## config.mk

```make
export PLATFORM = sky130hd
export DESIGN_NAME = ultrasonic_ranging_averager
export DESIGN_NICKNAME = d
export VERILOG_FILES = /design/src/design/ura_pkg.sv /design/src/design/ura_seq.sv /design/src/design/ura_ring.sv /design/src/design/ura_mean.sv /design/src/design/ultrasonic_ranging_averager.sv
export SDC_FILE = /design/constraint.sdc
export NUM_CORES = 1
export LEC_CHECK = 0
export CAP_MARGIN = 20
export CORE_AREA = 2 2 252 254
export DETAILED_ROUTE_END_ITERATION = 10
export DIE_AREA = 0 0 254 256
export DONT_BUFFER_PORTS = 1
export PLACE_DENSITY = 0.6
export SYNTH_ARGS = -nofsm -noshare
export SYNTH_HDL_FRONTEND = slang
export SYNTH_HIERARCHICAL = 1
export SYNTH_SLANG_ARGS = --single-unit
```

## constraint.sdc

```tcl
create_clock -name clk -period 10.2 [get_ports clk]
set_clock_uncertainty 0.05 [all_clocks]
set_input_delay 2.04 -clock clk [delete_from_list [all_inputs] [get_ports clk]]
set_output_delay 2.04 -clock clk [all_outputs]
set_load 0.02 [all_outputs]
```

## src/design/ura_pkg.sv

```systemverilog
// ----------------------------------------------------------------------------
// Ultrasonic ranging averager package
// Shared widths, register codes and the per-tick step record.
// ----------------------------------------------------------------------------
package ura_pkg;

  localparam int NUM_CH     = 3;
  localparam int CH_W       = 2;
  localparam int READING_W  = 13;
  localparam int INTERVAL_W = 20;
  localparam int TIMEOUT_W  = 15;
  localparam int CFG_IDX_W  = 1;
  localparam int CFG_DATA_W = 20;

  localparam logic [CFG_IDX_W-1:0] REG_INTERVAL = 1'd0;
  localparam logic [CFG_IDX_W-1:0] REG_TIMEOUT  = 1'd1;

  localparam logic [CH_W-1:0] CH_LEFT   = 2'd0;
  localparam logic [CH_W-1:0] CH_RIGHT  = 2'd1;
  localparam logic [CH_W-1:0] CH_MIDDLE = 2'd2;

  typedef struct packed {
    logic [NUM_CH-1:0]    trig;
    logic                 sample;
    logic [CH_W-1:0]      ch;
    logic                 tmo;
    logic [READING_W-1:0] reading;
  } step_t;

endpackage

```

## src/design/ura_seq.sv

```systemverilog
// ----------------------------------------------------------------------------
// Ultrasonic ranging sequencer
// Interval counter, trigger and echo timing machine, configuration registers.
// ----------------------------------------------------------------------------
module ura_seq (
  input  logic                             clk,
  input  logic                             rst_n,
  input  logic                             step_en,
  input  logic [ura_pkg::NUM_CH-1:0]       echo,
  input  logic                             cfg_valid,
  input  logic [ura_pkg::CFG_IDX_W-1:0]    cfg_index,
  input  logic [ura_pkg::CFG_DATA_W-1:0]   cfg_data,
  output logic [ura_pkg::CH_W-1:0]         cur_ch,
  output ura_pkg::step_t                   step
);

  typedef enum logic [1:0] {PH_IDLE, PH_TRIG_LOW, PH_TRIG_HIGH, PH_WAIT} phase_t;

  localparam int TW = ura_pkg::TIMEOUT_W;
  localparam int IW = ura_pkg::INTERVAL_W;
  localparam logic [TW-1:0] TRIG_LOW_TICKS  = 15'd2;
  localparam logic [TW-1:0] TRIG_HIGH_TICKS = 15'd10;
  localparam logic [ura_pkg::READING_W:0] READING_MAX = 14'd8191;

  function automatic logic [ura_pkg::CH_W-1:0] chan_of(input logic [ura_pkg::CH_W-1:0] c);
    chan_of = (c >= ura_pkg::CH_MIDDLE) ? ura_pkg::CH_MIDDLE : c;
  endfunction

  logic [IW-1:0]             interval_r;
  logic [TW-1:0]             timeout_r;
  logic [IW-1:0]             ic_r, ic_nxt;
  phase_t                    phase_r, phase_nxt;
  logic [TW-1:0]             pc_r, pc_nxt;
  logic [ura_pkg::CH_W-1:0]  ac_r, ac_nxt;
  logic                      started_r, started_nxt;
  logic [TW-1:0]             ew_r, ew_nxt;
  logic [IW:0]               ic_inc;
  logic [TW-1:0]             pc_inc;
  logic                      echo_sel;
  logic                      done;
  logic [TW-1:0]             width;
  logic [23:0]               scaled;
  logic [ura_pkg::READING_W:0] reading_raw;

  assign cur_ch   = chan_of(ac_r);
  assign echo_sel = echo[cur_ch];
  assign ic_inc   = {1'b0, ic_r} + 21'd1;
  assign ic_nxt   = (ic_inc >= {1'b0, interval_r}) ? '0 : ic_inc[IW-1:0];
  assign scaled   = {9'd0, width} * 24'd279;
  assign reading_raw = scaled[23:10];

  always_comb begin
    phase_nxt   = phase_r;
    pc_nxt      = pc_r;
    ac_nxt      = ac_r;
    started_nxt = started_r;
    ew_nxt      = ew_r;
    done        = 1'b0;
    width       = '0;
    step.tmo    = 1'b0;
    pc_inc      = pc_r + 15'd1;
    unique case (phase_r)
      PH_IDLE: begin
        if (ic_r == '0) begin
          phase_nxt = PH_TRIG_LOW;
          pc_nxt    = '0;
        end
      end
      PH_TRIG_LOW: begin
        pc_nxt = pc_inc;
        if (pc_inc >= TRIG_LOW_TICKS) begin
          phase_nxt = PH_TRIG_HIGH;
          pc_nxt    = '0;
        end
      end
      PH_TRIG_HIGH: begin
        pc_nxt = pc_inc;
        if (pc_inc >= TRIG_HIGH_TICKS) begin
          phase_nxt   = PH_WAIT;
          pc_nxt      = '0;
          started_nxt = 1'b0;
          ew_nxt      = '0;
        end
      end
      PH_WAIT: begin
        pc_nxt = (pc_r != '1) ? pc_inc : pc_r;
        if (echo_sel) begin
          started_nxt = 1'b1;
          ew_nxt      = (ew_r != '1) ? ew_r + 15'd1 : ew_r;
        end else if (started_r) begin
          done  = 1'b1;
          width = ew_r;
        end
        if (!done && pc_nxt >= timeout_r) begin
          done     = 1'b1;
          width    = '0;
          step.tmo = 1'b1;
        end
        if (done) begin
          ac_nxt      = (ac_r >= ura_pkg::CH_MIDDLE) ? ura_pkg::CH_LEFT : ac_r + 2'd1;
          phase_nxt   = PH_IDLE;
          pc_nxt      = '0;
          started_nxt = 1'b0;
          ew_nxt      = '0;
        end
      end
    endcase
    step.sample  = done;
    step.ch      = done ? cur_ch : ura_pkg::CH_LEFT;
    step.reading = (reading_raw > READING_MAX) ? READING_MAX[ura_pkg::READING_W-1:0]
                                               : reading_raw[ura_pkg::READING_W-1:0];
    for (int k = 0; k < ura_pkg::NUM_CH; k++) begin
      step.trig[k] = (phase_nxt == PH_TRIG_HIGH) && (chan_of(ac_nxt) == k[ura_pkg::CH_W-1:0]);
    end
  end

  always_ff @(posedge clk) begin
    if (!rst_n) begin
      interval_r <= 20'd10000;
      timeout_r  <= 15'd6000;
      ic_r       <= '0;
      phase_r    <= PH_IDLE;
      pc_r       <= '0;
      ac_r       <= ura_pkg::CH_LEFT;
      started_r  <= 1'b0;
      ew_r       <= '0;
    end else begin
      if (cfg_valid) begin
        unique case (cfg_index)
          ura_pkg::REG_INTERVAL: interval_r <= cfg_data[IW-1:0];
          ura_pkg::REG_TIMEOUT:  timeout_r  <= cfg_data[TW-1:0];
        endcase
      end
      if (step_en) begin
        ic_r      <= ic_nxt;
        phase_r   <= phase_nxt;
        pc_r      <= pc_nxt;
        ac_r      <= ac_nxt;
        started_r <= started_nxt;
        ew_r      <= ew_nxt;
      end
    end
  end

  a_echo_only_in_wait: assert property (@(posedge clk) disable iff (!rst_n)
    started_r |-> phase_r == PH_WAIT) else $error("echo start flag outside wait");
  a_trig_not_with_sample: assert property (@(posedge clk) disable iff (!rst_n)
    step.sample |-> step.trig == '0) else $error("trigger raised on a completing tick");
  a_channel_in_range: assert property (@(posedge clk) disable iff (!rst_n)
    ac_r != 2'd3) else $error("active channel code three");

endmodule

```

## src/design/ura_ring.sv

```systemverilog
// ----------------------------------------------------------------------------
// Ultrasonic ranging reading rings
// One ring of readings per channel in a shared memory, with running sums.
// ----------------------------------------------------------------------------
module ura_ring #(
  parameter int AVG_DEPTH = 8
) (
  input  logic                                 clk,
  input  logic                                 rst_n,
  input  logic                                 step_en,
  input  ura_pkg::step_t                       step,
  input  logic [ura_pkg::CH_W-1:0]             cur_ch,
  output logic [ura_pkg::NUM_CH-1:0][ura_pkg::READING_W+$clog2(AVG_DEPTH)-1:0] sums
);

  localparam int IDX_W = $clog2(AVG_DEPTH);
  localparam int SUM_W = ura_pkg::READING_W + IDX_W;
  localparam int ADDR_W = ura_pkg::CH_W + IDX_W;
  localparam int MEM_DEPTH = ura_pkg::NUM_CH * (2 ** IDX_W);
  localparam logic [IDX_W-1:0] IDX_LAST = IDX_W'(AVG_DEPTH - 1);

  logic [ura_pkg::READING_W-1:0] mem [MEM_DEPTH];
  logic [ura_pkg::READING_W-1:0] rd_r;
  logic [IDX_W-1:0]              widx_r [ura_pkg::NUM_CH];
  logic [ura_pkg::NUM_CH-1:0]    full_r;
  logic [SUM_W-1:0]              sum_r  [ura_pkg::NUM_CH];
  logic [ADDR_W-1:0]             rd_addr;
  logic [ADDR_W-1:0]             wr_addr;
  logic [ura_pkg::READING_W-1:0] old_val;
  logic [SUM_W-1:0]              sum_nxt;
  logic                          wr;

  assign wr      = step_en && step.sample;
  assign rd_addr = {cur_ch, widx_r[cur_ch]};
  assign wr_addr = {step.ch, widx_r[step.ch]};
  assign old_val = full_r[step.ch] ? rd_r : '0;
  assign sum_nxt = sum_r[step.ch] - SUM_W'(old_val) + SUM_W'(step.reading);

  always_ff @(posedge clk) begin
    rd_r <= mem[rd_addr];
    if (wr) begin
      mem[wr_addr] <= step.reading;
    end
  end

  always_ff @(posedge clk) begin
    if (!rst_n) begin
      full_r <= '0;
      for (int c = 0; c < ura_pkg::NUM_CH; c++) begin
        widx_r[c] <= '0;
        sum_r[c]  <= '0;
      end
    end else if (wr) begin
      sum_r[step.ch] <= sum_nxt;
      if (widx_r[step.ch] == IDX_LAST) begin
        widx_r[step.ch] <= '0;
        full_r[step.ch] <= 1'b1;
      end else begin
        widx_r[step.ch] <= widx_r[step.ch] + 1'b1;
      end
    end
  end

  always_comb begin
    for (int c = 0; c < ura_pkg::NUM_CH; c++) begin
      sums[c] = sum_r[c];
    end
  end

  a_store_same_channel: assert property (@(posedge clk) disable iff (!rst_n)
    wr |-> step.ch == cur_ch) else $error("stored channel differs from read channel");
  a_read_address_settled: assert property (@(posedge clk) disable iff (!rst_n)
    wr |-> $stable(rd_addr)) else $error("ring read address changed before store");
  a_index_in_range: assert property (@(posedge clk) disable iff (!rst_n)
    widx_r[cur_ch] <= IDX_LAST) else $error("ring write index out of range");

endmodule

```

## src/design/ura_mean.sv

```systemverilog
// ----------------------------------------------------------------------------
// Ultrasonic ranging ring mean
// Ring sum divided by the ring depth by reciprocal multiply, plus one centimetre.
// ----------------------------------------------------------------------------
module ura_mean #(
  parameter int AVG_DEPTH = 8
) (
  input  logic [ura_pkg::READING_W+$clog2(AVG_DEPTH)-1:0] sum,
  output logic [ura_pkg::READING_W-1:0]                   avg
);

  localparam int IDX_W = $clog2(AVG_DEPTH);
  localparam int SUM_W = ura_pkg::READING_W + IDX_W;
  localparam int SH = SUM_W + IDX_W;
  localparam longint unsigned RECIP = ((64'd1 << SH) + AVG_DEPTH - 1) / AVG_DEPTH;
  localparam logic [SH-1:0] RECIP_C = RECIP[SH-1:0];
  localparam int PW = SUM_W + SH;
  localparam logic [ura_pkg::READING_W:0] OFFSET = 14'd16;
  localparam logic [ura_pkg::READING_W:0] AVG_MAX = 14'd8191;

  logic [PW-1:0]               prod;
  logic [ura_pkg::READING_W:0] quot;
  logic [ura_pkg::READING_W:0] biased;

  assign prod   = PW'(sum) * PW'(RECIP_C);
  assign quot   = prod[SH +: ura_pkg::READING_W + 1];
  assign biased = quot + OFFSET;
  assign avg    = (biased > AVG_MAX) ? AVG_MAX[ura_pkg::READING_W-1:0]
                                     : biased[ura_pkg::READING_W-1:0];

endmodule

```

## src/design/ultrasonic_ranging_averager.sv

```systemverilog
// ----------------------------------------------------------------------------
// Ultrasonic ranging averager
// Three-sensor echo ranging with a moving average of readings per sensor.
// ----------------------------------------------------------------------------
// Each transfer on the in_ channel is one microsecond tick carrying the three
// echo levels. For every tick taken, exactly one transfer leaves on the out_
// channel with the trigger levels, the three ring means in sixteenths of a
// centimetre plus one centimetre, and in tuser whether a reading was stored,
// its channel and whether it came from a timeout.
// A tick passes an input register, the sequencer and ring update into a step
// register, and the reciprocal multiply for the means into the output
// register. One tick is taken every cycle while out_tready keeps the output
// moving; the figure is set by the sequencer step and the one-write-per-cycle
// ring memory.
// When out_tready is low the output register holds its transfer and the
// stages behind it fill; in_tready falls once all three are occupied.
// Reset clears the counters, the sequencer, the ring sums and the ring fill
// flags, so all means read one centimetre; configuration returns to an
// interval of 10000 ticks and a timeout of 6000 ticks. cfg_ready is always
// high; write only while no tick is in flight.
// ----------------------------------------------------------------------------
module ultrasonic_ranging_averager #(
  parameter int AVG_DEPTH = 8
) (
  input  logic                             clk,
  input  logic                             rst_n,
  input  logic                             in_tvalid,
  output logic                             in_tready,
  input  logic [7:0]                       in_tdata,   // echo_left, echo_right, echo_middle
  output logic                             out_tvalid,
  input  logic                             out_tready,
  output logic [47:0]                      out_tdata,  // trig_left, trig_right, trig_middle,
                                                       // avg_left, avg_right, avg_middle
  output logic [3:0]                       out_tuser,  // new_sample, sample_channel, timed_out
  input  logic                             cfg_valid,
  output logic                             cfg_ready,
  input  logic [ura_pkg::CFG_IDX_W-1:0]    cfg_index,
  input  logic [ura_pkg::CFG_DATA_W-1:0]   cfg_data
);

  localparam int SUM_W = ura_pkg::READING_W + $clog2(AVG_DEPTH);

  logic                                             a_valid_r;
  logic [ura_pkg::NUM_CH-1:0]                       a_echo_r;
  logic                                             b_valid_r;
  ura_pkg::step_t                                   b_step_r;
  logic                                             out_valid_r;
  logic [47:0]                                      out_data_r;
  logic [3:0]                                       out_user_r;
  logic                                             out_ok, b_adv, b_ok, a_adv, a_ok;
  ura_pkg::step_t                                   step;
  logic [ura_pkg::CH_W-1:0]                         cur_ch;
  logic [ura_pkg::NUM_CH-1:0][SUM_W-1:0]            sums;
  logic [ura_pkg::NUM_CH-1:0][ura_pkg::READING_W-1:0] avgs;

  assign out_ok    = !out_valid_r || out_tready;
  assign b_adv     = b_valid_r && out_ok;
  assign b_ok      = !b_valid_r || b_adv;
  assign a_adv     = a_valid_r && b_ok;
  assign a_ok      = !a_valid_r || a_adv;
  assign in_tready = a_ok;
  assign cfg_ready = 1'b1;

  assign out_tvalid = out_valid_r;
  assign out_tdata  = out_data_r;
  assign out_tuser  = out_user_r;

  ura_seq u_seq (
    .clk       (clk),
    .rst_n     (rst_n),
    .step_en   (a_adv),
    .echo      (a_echo_r),
    .cfg_valid (cfg_valid),
    .cfg_index (cfg_index),
    .cfg_data  (cfg_data),
    .cur_ch    (cur_ch),
    .step      (step)
  );

  ura_ring #(.AVG_DEPTH(AVG_DEPTH)) u_ring (
    .clk     (clk),
    .rst_n   (rst_n),
    .step_en (a_adv),
    .step    (step),
    .cur_ch  (cur_ch),
    .sums    (sums)
  );

  for (genvar g = 0; g < ura_pkg::NUM_CH; g++) begin : g_mean
    ura_mean #(.AVG_DEPTH(AVG_DEPTH)) u_mean (
      .sum (sums[g]),
      .avg (avgs[g])
    );
  end

  always_ff @(posedge clk) begin
    if (!rst_n) begin
      a_valid_r   <= 1'b0;
      b_valid_r   <= 1'b0;
      out_valid_r <= 1'b0;
    end else begin
      if (a_ok) begin
        a_valid_r <= in_tvalid;
      end
      if (b_ok) begin
        b_valid_r <= a_adv;
      end
      if (out_ok) begin
        out_valid_r <= b_adv;
      end
    end
  end

  always_ff @(posedge clk) begin
    if (in_tvalid && a_ok) begin
      a_echo_r <= in_tdata[ura_pkg::NUM_CH-1:0];
    end
    if (a_adv) begin
      b_step_r <= step;
    end
    if (b_adv) begin
      out_data_r <= {6'd0, avgs[2], avgs[1], avgs[0], b_step_r.trig};
      out_user_r <= {b_step_r.tmo, b_step_r.ch, b_step_r.sample};
    end
  end

  a_out_held: assert property (@(posedge clk) disable iff (!rst_n)
    out_valid_r && !out_tready |=> out_valid_r && $stable(out_data_r))
    else $error("stalled result changed");
  a_one_trigger: assert property (@(posedge clk) disable iff (!rst_n)
    out_valid_r |-> $onehot0(out_data_r[2:0])) else $error("more than one trigger high");
  a_quiet_tuser: assert property (@(posedge clk) disable iff (!rst_n)
    out_valid_r && !out_user_r[0] |-> out_user_r[3:1] == 3'd0)
    else $error("sample fields set without a sample");
  a_floor_offset: assert property (@(posedge clk) disable iff (!rst_n)
    out_valid_r |-> out_data_r[15:3] >= 13'd16 && out_data_r[28:16] >= 13'd16
                    && out_data_r[41:29] >= 13'd16) else $error("mean below offset");

endmodule

```

---- Word-level counts from Yosys, hierarchy flattened ----
Memories as Yosys holds them, arrays and structs flattened. A register that Yosys moved wholly into a read port is not among the register bits.
Index checks and enable logic that the tools add are counted.
cells by class
  add/subtract/negate cells ............... 10
  multiply operators ...................... 1
  magnitude comparators ................... 13
  equal/unequal tests ..................... 13
  multiplexer cells ....................... 66
  bitwise gates (word level) .............. 3
  reductions and logical operators ........ 28
operators with widths
  operator                                                             count
  2-to-1 mux 15 bit                                                    13
  one-hot mux 15 bit (4 select lines)                                  1
  greater-than comparator 14 x 13 -> 1 bit (second input constant)     4
  adder 13 x 5 -> 14 bit (second input constant)                       3
  adder 15 x 1 -> 15 bit (second input constant)                       2
  != test 15 bit (second input constant)                               2
  one-hot mux 15 bit (2 select lines)                                  1
  2-to-1 mux 1 bit                                                     28
  2-to-1 mux 13 bit                                                    2
  multiplier 15 x 9 -> 24 bit (second input constant)                  1
  2-to-1 mux 2 bit                                                     12
  adder 20 x 1 -> 21 bit (second input constant)                       1
  greater-or-equal comparator 21 x 20 -> 1 bit                         1
  zero test 20 bit                                                     1
  2-to-1 mux 20 bit                                                    1
  adder 16 x 13 -> 16 bit                                              1
  2-to-1 mux 16 bit                                                    1
  OR reduction 16 bit                                                  1
  subtractor 16 x 13 -> 16 bit                                         1
  greater-or-equal comparator 15 bit                                   1
  greater-or-equal comparator 15 x 2 -> 1 bit (second input constant)  1
  greater-or-equal comparator 15 x 4 -> 1 bit (second input constant)  1
  logical AND 1 bit                                                    9
  equality test 2 bit (second input constant)                          4
  other kinds (25)                                                     41
word-level totals
  register bits after elaboration ......... 152
  bits in writable memories ............... 369
  bits of input ports ..................... 34
  output and inout port bits .............. 55
  logic and storage cells ................. 159
  memories ................................ 3
memory list
  memory         words  bits a word  read ports  clocked after memory_dff  wr ports  RTL line        source
  u_ring.mem     24     13           1           1                         1         ura_ring.sv:22  logic [ura_pkg::READING_W-1:0] mem [MEM_DEPTH];
  u_ring.sum_r   3      16           4           0                         3         ura_ring.sv:26  logic [SUM_W-1:0] sum_r [ura_pkg::NUM_CH];
  u_ring.widx_r  3      3            2           0                         3         ura_ring.sv:24  logic [IDX_W-1:0] widx_r [ura_pkg::NUM_CH];

---- Longest topological paths before layout ----
An unclocked memory read counts as a cell.
  depth after elaboration ................. 21
  gate-level depth with buffers ........... 34
  mapped depth without buffers ............ 30

---- By module ----
Netlist, hierarchy kept.
modules (own cells, without submodules)
  module                       times used  cells each  area an instance (um2)  seq. area each (um2)
  ura_ring                     1           1268        17259.1                 11971.5
  ura_seq                      1           981         7893.8                  1801.7
  ultrasonic_ranging_averager  1           78          1879.3                  1741.7
  ura_mean                     3           37          252.7                   0.0

---- Least setup slack after synthesis ----
No wires, ideal clock.
  path type ............................... register -> register
  start point ............................. register u_seq/ac_r[0] (netlist bit)
  end point ............................... memory u_ring/sum_r[2][15] (netlist bit) (data pin)
  library setup time ...................... 0.263 ns
  arrival time ............................ 8.250 ns
  data required time ...................... 9.887 ns
  slack ................................... 1.636 ns
  cell stages (with the launch flop) ...... 34
  buffers on the path ..................... 3
  clock period less this slack ............ 8.564 ns
  cell sequence ........................... dfxtp_1 -> mux2i_1 -> o211ai_1 -> nor2_1 -> clkbuf_1 -> and2_1 -> inv_1 -> fa_1 -> inv_1 -> ha_1 -> fa_1 -> inv_1 -> fa_1 -> inv_1 -> ha_1 -> and4_1 -> and2_1 -> nand4_1 -> o221a_2 -> nor3_1 -> a41o_1 -> clkbuf_1 -> nand2b_1 -> inv_1 -> fa_1 -> inv_1 -> ha_1 -> clkbuf_1 -> a211o_1 -> a221oi_1 -> o21ai_1 -> o311a_1 -> nor3_2 -> nor2_1
RTL lines
  element                 RTL line        source
  from (decl)             ura_seq.sv:34   logic [ura_pkg::CH_W-1:0] ac_r, ac_nxt;
  from (signal assigned)  ura_seq.sv:124  ac_r <= ura_pkg::CH_LEFT;
  from (signal assigned)  ura_seq.sv:138  ac_r <= ac_nxt;
  to (decl)               ura_ring.sv:26

==> results.yml <==
synth:
  yosysSeqAreaShare: 0.5583
  synthFlopType: "edfxtp_1"
  synth_area_per_cell_um2: 11.40
  ys_async_sr_fraction: 0
  synth_warnings: 6
  syn_inst: 2438
  synth_edf_count: 444
  netlist_top_cells_area: "edfxtp_1 (48%), dfxtp_1 (7.9%), ha_1 (5.7%), nand2_1 (5.4%), fa_1 (3.2%)"
  ys_ff_latch: 553
  synth_cell_types: 94
  yosysTopAreaCell: "edfxtp_1"
  syn_area_um2: 27790
  netlist.area_leader.share: 0.4798
routing:
  drc: 0
  num_vias: 18350
  wl_per_cell_um: 19.48
  drt_first_pass_iters: 5
  vias_per_cell: 5.514
  ant_nets: 0
  totalWireLength_um: 64830
  drt_iter0_markers: 1302
final_layout:
  final_area_um2: 30750
  fin_nets: 2641
  final_common_cell: "edfxtp_1"
  drive_above_1_share: 0.1136
  antenna_cells: 0
  syn_to_final_growth_pct: 10.64
  layout_common_cells: "edfxtp_1 (444), nand2_1 (399), inv_1 (215)"
  fin_cells: 3328
cts:
  cts_resized: 0
  cts_sinks: 553
  cts-root-buf: "clkbuf_16"
  htree_num_levels: 2
  tritoncts: "yes"
  cts_setup_buffers: 0
  cts-hold-fix-buffers: 0
  clkLatencyLatePin_ns: 0.65
  clk_pin_slew_worst_paths_ns: 0.06
  cts_buffers: 57
  clockBufferDepth: 3
floorplan:
  start_util: 0.4454
  die_y_um: 256
  die-area_um2: 65020
  core_um2: 62390
  core.rowCount: 92
  ios: 89
  die_x_um: 254
sta:
  tns_ns: 0
  timing.final.crit_share: 0.8698
  rsz0062_at_grt: "false"
  clock.fmax_mhz: 112.7
  worst_slack_ns: 1.328
  setup_viol: 0
  slew_violations: 0
  finalHoldViolCount: 0
  layout_min_cycle_time_ns: 8.872
  maxSlewHeadroom: 0.2477
  tightestPinTransition_ns: 1.126
power:
  powerDensity_nw_per_um2: 153.8
  ir_drop_v: 0.0001227
  leakagePower_nw: 11.86
critical_path:
  worstSetupStartpointType: "flip-flop"
  slowest_delay_ns: 0.54
  crit_top_cell: "inv_1"
  crit_path_max_fanout: 25
  endpoint_kind: "flip-flop"
  worstReg2RegEnd: "u_ring/sum_r[1][15]"
  crit_type: "reg -> reg"
  reg2reg_from: "u_seq/ac_r[0]"
  worst_r2r_path_depth: 32
  crit_required_ns: 10.48
  rrSetupSlack_ns: 1.33
  slowest_stage: "fa_1"
  cp_data_arrival_time_ns: 9.16
placed_design:
  finalWeightedCongestion: 0.8800
  io_buffers: 0
  dpl.cell_count: 3220
  place_ws_ns: 1.160
  placed_area_um2: 28820
  dp_hpwl_um: 42910
status:
  status: "finished clean"
flow_run:
  cap_violations: 0
global_route:
  grt_pass1_wl_um: 102300
  antenna_found_initial: 1
  grt_usage: 0.2009
  grt_pass1_vias: 18330
  grt-ovfl-total: 0
  grt_max_degree: 69
worst_hold_path:
  min_path_cells: 0
  hold_path_end: "out_tdata[1]"
  hold_path.class: "reg -> reg"
  min_from: "b_step_r[18]"
-- sequential cells by signal, summed over array words and instances, names as in the netlist --
register and flops:
u_ring/full_r 3, u_ring/rd_r 13, u_seq/started_r 1, u_ring/widx_r 12, u_ring/sum_r 64, u_seq/ic_r 20
b_step_r 7, u_seq/timeout_r 15, a_echo_r 3, u_seq/ac_r 2, b_valid_r 1, out_tdata 42
u_seq/phase_r 2, a_valid_r 1, out_tvalid 1, u_seq/pc_r 15, out_tuser 4, u_ring/mem 312
u_seq/ew_r 15, u_seq/interval_r 20
-- final cells by class --
cell class	count	area, µm²
multi-input combinational	1552	11010
clock buffer	84	1608
sequential	553	15510
tap	846	1059
timing repair buffer	56	451.7
inverter	216	810.8
clock inverter	21	289.0
fill	5595	31640
-- stage by stage --
stage	hold WS [ns]	power, W	util
6_report	0.3895	0.004728	0.4928
5_1_grt	0.4139	0.004882	0.4928
2_1_floorplan	0.3503	0.002646	-
3_3_place_gp	0.3556	0.002690	0.4614
4_1_cts	0.3968	0.004775	0.4923
3_5_place_dp	0.3597	0.002697	0.4619
-- how the worst max path moves through the flow --
stage	from	end	slack, ns
2_1_floorplan	u_seq/ac_r[0]	u_ring/sum_r[2][15]	1.64
3_3_place_gp	u_seq/pc_r[0]	u_ring/sum_r[1][14]	1.32
6_report	u_seq/ac_r[0]	u_ring/sum_r[1][15]	1.33
4_1_cts	u_seq/pc_r[0]	u_ring/sum_r[2][14]	1.14
5_1_grt	u_seq/ac_r[0]	u_ring/sum_r[2][14]	0.73
3_5_place_dp	u_seq/pc_r[0]	u_ring/sum_r[2][14]	1.16
-- critical path: cells and delay by family (launching register included) --
kind                       cells  cell delay (ns)
and+or+nand+nor               10             2.09
muxes                          1             0.26
buffers and inverters          8             0.92
DFF                            1             0.41
AOI/OAI and AO/OA              6             1.77
adders and majority gates      7             3.08
-- kinds of logic after synthesis --
logic type,synth area share
adder cells (fa/ha/maj),0.08914
multiplexers,0.04790
AO/OA/AOI/OAI,0.08127
flip-flops,0.5583
buffers and inverters,0.04957
AND/OR/NAND/NOR,0.1553
other,0.0002702
XOR/XNOR,0.01828
-- layer usage --
metal  vias up  track usage  part of all wire
li1       8674            -                 -
met1      9112       0.2740              0.44
met2       488       0.3427              0.49
met3        76      0.02675             0.050
met4         0      0.04199             0.016
met5         -            0                 0
-- power by group --
group          switching (W)  internal [W]  leakage [nW]
clock               0.000876       0.00120         0.923
combinational       0.000120     0.0000620          5.80
sequential         0.0000262       0.00244          5.13
total                0.00102       0.00371          11.9
-- Yosys cell counts, types with 22 or more instances --
cell / instances
edfxtp_1: 444
nand2_1: 399
inv_1: 215
nor2_1: 136
ha_1: 126
nand3_1: 122
dfxtp_1: 109
clkbuf_1: 81
a21oi_1: 73
fa_1: 45
xnor2_1: 41
nand4_1: 38
nor3_1: 37
and2_1: 36
o211ai_1: 36
a31oi_1: 34
mux4_2: 34
mux2i_1: 25
o21ai_0: 25
mux2_2: 24
nand2b_1: 22
(Power assumes the default switching activity.)
